**config.mk**
```make
export PLATFORM = sky130hd
export DESIGN_NAME = ordered_value_list
export DESIGN_NICKNAME = d
export VERILOG_FILES = /design/src/hw/rtl/ovl_pkg.sv /design/src/hw/rtl/ordered_value_list.sv /design/src/hw/rtl/ovl_ram.sv
export SDC_FILE = /design/constraint.sdc
export NUM_CORES = 1
export LEC_CHECK = 0
export BUFFER_PORTS_ARGS = -buffer_cell sky130_fd_sc_hd__buf_2
export CAP_MARGIN = 10
export CORE_MARGIN = 5
export CORE_UTILIZATION = 61
export CTS_BUF_LIST = sky130_fd_sc_hd__clkbuf_8
export CTS_CLUSTER_DIAMETER = 120
export DETAILED_ROUTE_END_ITERATION = 10
export GPL_TIMING_DRIVEN = 0
export PLACE_DENSITY_LB_ADDON = 0.08
export SLEW_MARGIN = 25
export SYNTH_ARGS = -nofsm -noshare
export SYNTH_HDL_FRONTEND = slang
export SYNTH_SLANG_ARGS = --single-unit
```
**constraint.sdc**
```tcl
create_clock -name i_clk -period 5.8 [get_ports i_clk]
set_input_delay 0.58 -clock i_clk [delete_from_list [all_inputs] [get_ports i_clk]]
set_output_delay 0.58 -clock i_clk [all_outputs]
set_load 0.01 [all_outputs]
```
**src/hw/rtl/ovl_pkg.sv**
```systemverilog
// Shared constants, codes and types of the ordered value list.
`default_nettype none

package ovl_pkg;

    // Capacity of the list
    localparam int DEPTH = 16;
    localparam int DataW = 32;
    localparam int IdxW  = (DEPTH > 1) ? $clog2(DEPTH) : 1;
    localparam int CntW  = $clog2(DEPTH + 1);

    // Command codes on the input tuser
    typedef enum logic [1:0] {
        CMD_APPEND = 2'd0,
        CMD_DELETE = 2'd1,
        CMD_READ   = 2'd2
    } t_cmd;

    // Result status codes
    typedef enum logic [1:0] {
        ST_OK        = 2'd0,
        ST_EMPTY     = 2'd1,
        ST_NOT_FOUND = 2'd2,
        ST_FULL      = 2'd3
    } t_status;

    // Sequencer states
    typedef enum logic [2:0] {
        S_IDLE,
        S_RESP,
        S_DEL_RD,
        S_DEL_CMP,
        S_SHF_RD,
        S_SHF_WR,
        S_RO_RD,
        S_RO_OUT
    } t_state;

    // Request bundle to the entry store
    typedef struct packed {
        logic             wr_en;
        logic [IdxW-1:0]  wr_addr;
        logic [DataW-1:0] wr_data;
        logic             rd_en;
        logic [IdxW-1:0]  rd_addr;
    } t_ram_req;

endpackage

`default_nettype wire

```
**src/hw/rtl/ordered_value_list.sv**
```systemverilog
// Append or error results go via S_RESP. One entry-store read port paces the
// delete search and shift: each entry is read, then compared, and each entry
// moved to close the gap is read, then rewritten. Read out reads each entry.
// One command at a time: s_axis_tready is high only while the sequencer is idle.
// Reset (sync, active low) empties the list and drops any pending output;
// stored entries are not cleared and need no clearing pass.
`default_nettype none

module ordered_value_list
    import ovl_pkg::*;
(
    input  wire logic        i_clk,
    input  wire logic        i_rst_n,
    // input command stream
    input  wire logic        s_axis_tvalid,
    output logic             s_axis_tready,
    input  wire logic [31:0] s_axis_tdata,   // [31:0] value
    input  wire logic [1:0]  s_axis_tuser,   // [1:0] command
    // result stream
    output logic             m_axis_tvalid,
    input  wire logic        m_axis_tready,
    output logic      [31:0] m_axis_tdata,   // [31:0] entry_value
    output logic      [2:0]  m_axis_tuser,   // [1:0] status, [2] has_entry
    output logic             m_axis_tlast    // last result of the command
);

    localparam int CmpW = CntW + 1;

    // sequencer and list state
    t_state            r_state,  n_state;
    logic [CntW-1:0]   r_count,  n_count;
    logic [IdxW-1:0]   r_idx,    n_idx;
    logic [DataW-1:0]  r_value,  n_value;
    t_status           r_status, n_status;

    // output register
    logic              r_out_valid,  n_out_valid;
    t_status           r_out_status, n_out_status;
    logic              r_out_has,    n_out_has;
    logic [DataW-1:0]  r_out_val,    n_out_val;
    logic              r_out_last,   n_out_last;

    t_ram_req          ram_req;
    logic [DataW-1:0]  rd_data;

    logic              in_xfer;
    logic              slot_free;
    logic [CmpW-1:0]   cnt_ext;
    logic [CmpW-1:0]   idx_p1;
    logic [CmpW-1:0]   idx_p2;

    ovl_ram u_ram (
        .i_clk     (i_clk),
        .i_req     (ram_req),
        .o_rd_data (rd_data)
    );

    assign s_axis_tready = (r_state == S_IDLE);
    assign in_xfer       = s_axis_tvalid && s_axis_tready;
    // output register can take a new result this cycle
    assign slot_free     = !r_out_valid || m_axis_tready;

    assign cnt_ext = CmpW'(r_count);
    assign idx_p1  = CmpW'(r_idx) + CmpW'(1);
    assign idx_p2  = CmpW'(r_idx) + CmpW'(2);

    always_comb begin
        n_state      = r_state;
        n_count      = r_count;
        n_idx        = r_idx;
        n_value      = r_value;
        n_status     = r_status;
        n_out_valid  = r_out_valid && !m_axis_tready;
        n_out_status = r_out_status;
        n_out_has    = r_out_has;
        n_out_val    = r_out_val;
        n_out_last   = r_out_last;
        ram_req      = '0;

        case (r_state)
            S_IDLE: begin
                if (in_xfer) begin
                    n_value = s_axis_tdata;
                    n_idx   = '0;
                    case (s_axis_tuser)
                        CMD_APPEND: begin
                            if (cnt_ext >= CmpW'(DEPTH)) begin
                                n_status = ST_FULL;
                            end else begin
                                // tail write straight from the input transfer
                                ram_req.wr_en   = 1'b1;
                                ram_req.wr_addr = r_count[IdxW-1:0];
                                ram_req.wr_data = s_axis_tdata;
                                n_count         = r_count + CntW'(1);
                                n_status        = ST_OK;
                            end
                            n_state = S_RESP;
                        end
                        CMD_DELETE: begin
                            if (r_count == '0) begin
                                n_status = ST_EMPTY;
                                n_state  = S_RESP;
                            end else begin
                                n_state = S_DEL_RD;
                            end
                        end
                        CMD_READ: begin
                            if (r_count == '0) begin
                                n_status = ST_EMPTY;
                                n_state  = S_RESP;
                            end else begin
                                n_state = S_RO_RD;
                            end
                        end
                        default: begin
                            // unused code: dropped without a result
                            n_state = S_IDLE;
                        end
                    endcase
                end
            end
            S_RESP: begin
                if (slot_free) begin
                    n_out_valid  = 1'b1;
                    n_out_status = r_status;
                    n_out_has    = 1'b0;
                    n_out_val    = '0;
                    n_out_last   = 1'b1;
                    n_state      = S_IDLE;
                end
            end
            S_DEL_RD: begin
                ram_req.rd_en   = 1'b1;
                ram_req.rd_addr = r_idx;
                n_state         = S_DEL_CMP;
            end
            S_DEL_CMP: begin
                if (rd_data == r_value) begin
                    if (idx_p1 < cnt_ext) begin
                        n_state = S_SHF_RD;
                    end else begin
                        // match at the tail: nothing to move
                        n_count  = r_count - CntW'(1);
                        n_status = ST_OK;
                        n_state  = S_RESP;
                    end
                end else if (idx_p1 == cnt_ext) begin
                    n_status = ST_NOT_FOUND;
                    n_state  = S_RESP;
                end else begin
                    n_idx   = r_idx + IdxW'(1);
                    n_state = S_DEL_RD;
                end
            end
            S_SHF_RD: begin
                ram_req.rd_en   = 1'b1;
                ram_req.rd_addr = idx_p1[IdxW-1:0];
                n_state         = S_SHF_WR;
            end
            S_SHF_WR: begin
                ram_req.wr_en   = 1'b1;
                ram_req.wr_addr = r_idx;
                ram_req.wr_data = rd_data;
                if (idx_p2 < cnt_ext) begin
                    n_idx   = r_idx + IdxW'(1);
                    n_state = S_SHF_RD;
                end else begin
                    n_count  = r_count - CntW'(1);
                    n_status = ST_OK;
                    n_state  = S_RESP;
                end
            end
            S_RO_RD: begin
                ram_req.rd_en   = 1'b1;
                ram_req.rd_addr = r_idx;
                n_state         = S_RO_OUT;
            end
            S_RO_OUT: begin
                // read data holds while the output side stalls
                if (slot_free) begin
                    n_out_valid  = 1'b1;
                    n_out_status = ST_OK;
                    n_out_has    = 1'b1;
                    n_out_val    = rd_data;
                    n_out_last   = (idx_p1 == cnt_ext);
                    if (idx_p1 == cnt_ext) begin
                        n_state = S_IDLE;
                    end else begin
                        n_idx   = r_idx + IdxW'(1);
                        n_state = S_RO_RD;
                    end
                end
            end
            default: begin
                n_state = S_IDLE;
            end
        endcase
    end

    // control state
    always_ff @(posedge i_clk) begin
        if (!i_rst_n) begin
            r_state     <= S_IDLE;
            r_count     <= '0;
            r_out_valid <= 1'b0;
        end else begin
            r_state     <= n_state;
            r_count     <= n_count;
            r_out_valid <= n_out_valid;
        end
    end

    // payload
    always_ff @(posedge i_clk) begin
        r_idx        <= n_idx;
        r_value      <= n_value;
        r_status     <= n_status;
        r_out_status <= n_out_status;
        r_out_has    <= n_out_has;
        r_out_val    <= n_out_val;
        r_out_last   <= n_out_last;
    end

    assign m_axis_tvalid = r_out_valid;
    assign m_axis_tdata  = r_out_val;
    assign m_axis_tuser  = {r_out_has, r_out_status};
    assign m_axis_tlast  = r_out_last;

`ifndef ASSERT_OFF
    a_count_bound: assert property (@(posedge i_clk) disable iff (!i_rst_n)
        CmpW'(r_count) <= CmpW'(DEPTH))
        else $error("entry count above capacity");

    a_append_grows: assert property (@(posedge i_clk) disable iff (!i_rst_n)
        (in_xfer && s_axis_tuser == CMD_APPEND && CmpW'(r_count) < CmpW'(DEPTH))
        |=> (r_count == $past(r_count) + CntW'(1)))
        else $error("append did not grow the list");

    a_search_in_range: assert property (@(posedge i_clk) disable iff (!i_rst_n)
        (r_state == S_DEL_CMP || r_state == S_RO_OUT || r_state == S_SHF_WR)
        |-> (CmpW'(r_idx) < CmpW'(r_count)))
        else $error("entry index beyond list length");

    a_entry_ok: assert property (@(posedge i_clk) disable iff (!i_rst_n)
        (r_out_valid && r_out_has) |-> (r_out_status == ST_OK))
        else $error("listed entry with error status");
`endif

endmodule

`default_nettype wire

```
**src/hw/rtl/ovl_ram.sv**
```systemverilog
// Entry store: one write port, one registered read port.
`default_nettype none

module ovl_ram
    import ovl_pkg::*;
(
    input  wire logic             i_clk,
    input  wire t_ram_req         i_req,
    output logic      [DataW-1:0] o_rd_data
);

    logic [DataW-1:0] r_mem [DEPTH];
    logic [DataW-1:0] r_rd_data;

    always_ff @(posedge i_clk) begin
        if (i_req.wr_en) begin
            r_mem[i_req.wr_addr] <= i_req.wr_data;
        end
    end

    // read data holds while no read is issued
    always_ff @(posedge i_clk) begin
        if (i_req.rd_en) begin
            r_rd_data <= r_mem[i_req.rd_addr];
        end
    end

    assign o_rd_data = r_rd_data;

endmodule

`default_nettype wire

```
==> qor.yml, run 1 <==
fmax_mhz: 246
cts.repair.resized: 0
antenna_left: 0
slew_violations: 0
synth_top_flop_cell: "edfxtp_1"
io_buffers: 75
timing_hold_violations_final: 0
yosysTopAreaCellShare_pct: 75.2
cts_buffers: 97
yosysWarnings: 0
status: "completed"
cts_buffer_depth: 3
initial_core_util_pct: 61.9
post_cts_buffers: 0
p_total_mw: 13.3
timing.hold.ws_ps: 114
rsz0062_at_grt: "no"
synth_edf_count: 618
grt_max_degree: 24
groute.usage.overall_pct: 28.2
dr_total_vias: 13100
finClkSkew_ps: 24.2
yosysSeqAreaShare_pct: 75.9
hold_class: "in2reg"
setup_violations: 0
ioPinCount: 76
leakage_nw: 9.43
yosysTopAreaCell: "edfxtp_1"
worstSkewPairLatency_ps: 660
drtIter0Drc: 1603
ys_ff_latch: 627
die_area_um2: 44600
path_max_fanout: 17
ys_async_sr_fraction_pct: 0
grt_pass1_wl_mm: 89.5
grt_pass1_vias: 13400
clkTransAtPathRegs_ps: 60
cts_sinks: 627
cts_hold_buffers: 0
critPathCaptureType: "flop"
slew_headroom_pct: 32.6
layout-area-overhead-vs-synth_pct: 15.5
synthTopCellsByArea: "edfxtp_1 75%, mux4_2 12%, a22oi_1 2.0%"
synth_cells: 1231
via_per_inst: 6.45
hpwl_mm: 40.9
synth_compound_area_share_pct: 4.88
wl_per_cell_um: 30.3
drive_gt1_share_pct: 27.0
drc_errors: 0
synth-xor-area-share_pct: 1.31
syn_area_um2: 24700
synthTopCellsByCount: "618 x edfxtp_1, 128 x mux4_2, 65 x a22oi_1"
synth_top_family_by_area: "multiplexers"
synth_most_common_cell: "edfxtp_1"
p_per_area_nw_per_um2: 466
critPathLaunchType: "flop"
antenna_found_initial: 0
fin_nets: 1499
maxCapViolCount: 0
grt-ovfl-total: 0
fin_crit_sh_pct: 70.0
synth-simple-area-share_pct: 3.60
syn_area_per_cell_um2: 20.1
fp.dieW_um: 211
htree_num_levels: 3
dr.pass1.iters: 6
synth.net_count: 1289
synthAdderAreaFrac_pct: 1.04
peakVddDrop_mv: 0.245
rows: 73
die_height_um: 211
gp_congestion: 0.831
drt-total-wl_mm: 61.6
path_class: "reg2reg"
antenna_cells: 0
muxShareOfSynthArea_pct: 11.9
core-area_um2: 39900
cts_tree: "built"
min_period_ps: 4060
finalSetupTns_ps: 0
root_buffer: "clkbuf_8"
synth_cell_types: 51
worstPathArrival_ps: 4400
worst_pin_slew_ps: 1010
critical_path_required_ps: 6140
[final cells by class]
type                    count  area, µm²
repair buffers            111       1240
multi-input cells         531       5770
well taps                 525        657
plain buffers              62        303
fillers                  2387      11400
inverters                  11       41.3
clock buffers              99       1360
flip-flops and latches    627      18700
clock inverters            69        400
[cells in the final DEF (no fill, tap or decap), types with 4 or more instances in the layout]
| cell | n |
|---|---|
| and2_1 | 34 |
| edfxtp_1 | 618 |
| a22oi_1 | 65 |
| bufinv_16 | 4 |
| clkbuf_8 | 99 |
| nand4_1 | 8 |
| nor3_1 | 5 |
| inv_1 | 31 |
| a22o_1 | 32 |
| nor2_4 | 18 |
| nor2_1 | 24 |
| a21oi_1 | 15 |
| xnor2_1 | 35 |
| and3_1 | 6 |
| buf_16 | 25 |
| nor2b_1 | 7 |
| buf_12 | 7 |
| clkinv_1 | 33 |
| ha_1 | 19 |
| dfxtp_1 | 9 |
| buf_2 | 86 |
| clkinv_2 | 6 |
| buf_4 | 17 |
| clkbuf_1 | 28 |
| o21ai_0 | 16 |
| mux2i_1 | 5 |
| a21o_1 | 8 |
| buf_1 | 8 |
| nand2_1 | 55 |
| mux4_2 | 128 |
[cells by family after synthesis]
| logic type | after synthesis |
|---|---|
| flip-flops | 627 |
| AND/OR/NAND/NOR | 178 |
| AO/OA/AOI/OAI | 163 |
| multiplexers | 133 |
| buffers and inverters | 73 |
| XOR/XNOR | 37 |
| adder cells (fa/ha/maj) | 20 |
[flip-flops by register name (all words and copies together) (netlist names)]
signal	cells
r_value	32
u_ram.r_mem	512
r_out_status	2
r_status	2
u_ram.o_rd_data	32
r_out_has	1
m_axis_tvalid	1
r_count	5
m_axis_tdata	32
m_axis_tlast	1
r_idx	4
r_state	3
[power by group]
group          total, mW  switching (mW)  leakage, nW  internal (mW)
clock network       3.42            1.66        0.966           1.76
registers           5.98           0.272         5.82           5.71
logic               3.89            2.32         2.65           1.57
[metal layers]
layer  global-route usage (%)  share of wire (%)
met1                     38.7                 38
met2                     45.9                 49
met3                     6.49                 10
met5                    0.216                  0
met4                     9.12                3.1
[worst max-delay path: stages, from the launching register on]
cell and delay (ps):
dfxtp_1 300, buf_4 170, nor4b_4 690, buf_6 250, buf_6 170, and3_1 160, clkbuf_1 190, buf_2 380
a32oi_1 420, nor2_4 700, buf_12 280
[worst paths after layout]
| kind | slack (ps) | cells past startpoint | end | from |
|---|---|---|---|---|
| max reg2reg | 1740 | 10 | u_ram.r_mem[13][23] | r_state[1] |
| min reg2reg | 530 | 2 | r_count[4] | r_count[4] |
| max | 1740 | 10 | u_ram.r_mem[13][23] | r_state[1] |
| min | 110 | 1 | r_value[4] | s_axis_tdata[4] |
[stage by stage]
| stage | setup slack [ps] | cells | utilization (%) | cell area, µm² |
|---|---|---|---|---|
| finish | 1740 | 2035 | 71.4 | 28500 |
| global route | 1550 | 2035 | 71.4 | 28500 |
| CTS | 1730 | 2035 | 71.4 | 28500 |
| detailed placement | 1600 | 1867 | 67.0 | 26700 |
| global placement | -3870 | 1831 | 64.4 | 25700 |
| floorplan | 665 | 1231 | - | 24700 |
Power figures use the tool's default switching activity.
==> run 2, diff against run 1 <==
==> constraint.sdc (replaced) <==
create_clock -name i_clk -period 3.8 [get_ports i_clk]
set_input_delay 0.38 -clock i_clk [delete_from_list [all_inputs] [get_ports i_clk]]
set_output_delay 0.38 -clock i_clk [all_outputs]
set_load 0.01 [all_outputs]
==> run 2 against run 1 <==
Compared with the run above: sequential share of layout area down 0.49 points; global-route usage increased by 0.096 points; via count increased by 0.91%; largest power group unchanged.
==> qor.yml, run 2 (synthesized netlist as in run 1, its figures left out) <==
path_class: "reg2reg"
die_height_um: 211
postLayoutCoreUtil_pct: 72.0
fin_nets: 1533
path_max_fanout: 13
worst_pin_slew_ps: 1050
cts_tree: "built"
cts_sinks: 627
placed_cell_area_um2: 26700
layout_commonest_cell: "edfxtp_1"
critPathCaptureType: "flop"
die_area_um2: 44600
slowest_delay_ps: 700
dp_cells: 1869
hpwl_mm: 40.3
antenna_found_initial: 0
n_fill_cell: 2406
cts_buffers: 95
clkTransAtPathRegs_ps: 70
leakage_nw: 9.54
cp_top_family: "simple AND/OR/NAND/NOR gates"
initial_core_util_pct: 61.9
max_flop_register: "u_ram.r_mem"
worstSkewPairLatency_ps: 670
multi_input_comb_area_um2: 5770
antenna_cells: 0
htree_num_levels: 3
cts_buffer_depth: 3
finalNonFillerCells: 2077
drc_errors: 0
via_per_inst: 6.38
layout-area-overhead-vs-synth_pct: 16.3
fmax_mhz: 289
root_buffer: "clkbuf_8"
final_cell_mix: "618 x edfxtp_1, 128 x mux4_2, 99 x clkbuf_8, 86 x buf_2, 65 x a22oi_1"
seq_area_um2: 18700
fin_ws_ps: 335
status: "completed"
dr.pass1.iters: 6
hold_class: "in2reg"
path_common_cell: "buf_16"
core-area_um2: 39900
maxCapViolCount: 0
worstPathArrival_ps: 3810
io_buffers: 75
setup_violations: 0
grt_max_degree: 18
rows: 73
peakVddDrop_mv: 0.453
slew_violations: 0
grt_pass1_wl_mm: 90.2
finalSetupTns_ps: 0
r2r_start: "r_state[1]"
drive_gt1_share_pct: 26.4
crit_chain: "buf_4, nor4b_4, and3_1, clkbuf_1, buf_2, a31oi_1, nor2_4, buf_16, buf_16"
min-delay-start: "s_axis_tuser[1]"
dr_total_vias: 13200
slew_headroom_pct: 29.7
grt_pass1_vias: 13600
min_period_ps: 3470
final_area_um2: 28700
critical_path_buf_inv_count: 5
timing.hold.ws_ps: 268
grt_use_met3_pct: 6.30
pre_cts_slack_ps: 352
fp.dieW_um: 211
critPathLaunchType: "flop"
use_met2_pct: 46.6
p_total_mw: 20.0
fin_crit_sh_pct: 91.2
grt_util_met1_pct: 38.9
wl_per_cell_um: 29.7
grt-busiest-layer: "met2"
p_per_area_nw_per_um2: 698
critical-path-slowest-cell: "nor2_4"
gp_congestion: 0.837
largest_reg_flops: 512
critPathLaunch: "r_state[1]"
finClkSkew_ps: 40.7
timing_hold_violations_final: 0
drtIter0Drc: 1536
grt-ovfl-total: 0
antenna_left: 0
ioPinCount: 76
rsz0062_at_grt: "no"
critical_path_required_ps: 4140
drt-total-wl_mm: 61.7
groute.usage.overall_pct: 28.3
[run 2: final timing paths]
| check | to | slack (ps) | depth (start not counted) |
|---|---|---|---|
| setup / recovery | u_ram.r_mem[5][13] | 330 | 9 |
| hold / removal | r_state[2] | 270 | 4 |
| setup reg to reg | u_ram.r_mem[5][13] | 330 | 9 |
| hold reg to reg | r_count[4] | 520 | 2 |
[run 2: per-layer routing]
layer  vias to the layer above  part of all wire (%)
li1                       5586                     -
met1                      6794                    38
met2                       754                    50
met3                       111                   8.7
met4                         0                   2.7
met5                         -                     0
[run 2: timing repair]
item,4_1_cts,5_1_grt
resized for setup,0,0
hold buffers,34,0
setup buffers,0,0
hold endpoints to repair,36,0
[run 2: cell type report]
cell class / count / share of cell area [%]
Clock inverter: 75 / 1.08
Buffer: 62 / 1.05
Inverter: 11 / 0.144
Multi-Input combinational cell: 531 / 20.1
Timing Repair Buffer: 147 / 5.38
Clock buffer: 99 / 4.74
Tap cell: 525 / 2.29
Sequential cell: 627 / 65.2
[run 2: worst reg2reg max path, delay by kind of cell (launching register included)]
family	cells	cell delay, ps
compound gates	1	390
simple gates	3	1310
flops	1	310
buf+inv	5	1130
[run 2: power breakdown]
part	internal, mW	switching, mW	leakage, nW
clock	2.41	2.53	0.941
combinational	2.45	3.53	2.78
sequential	8.71	0.419	5.82
total	13.6	6.48	9.54
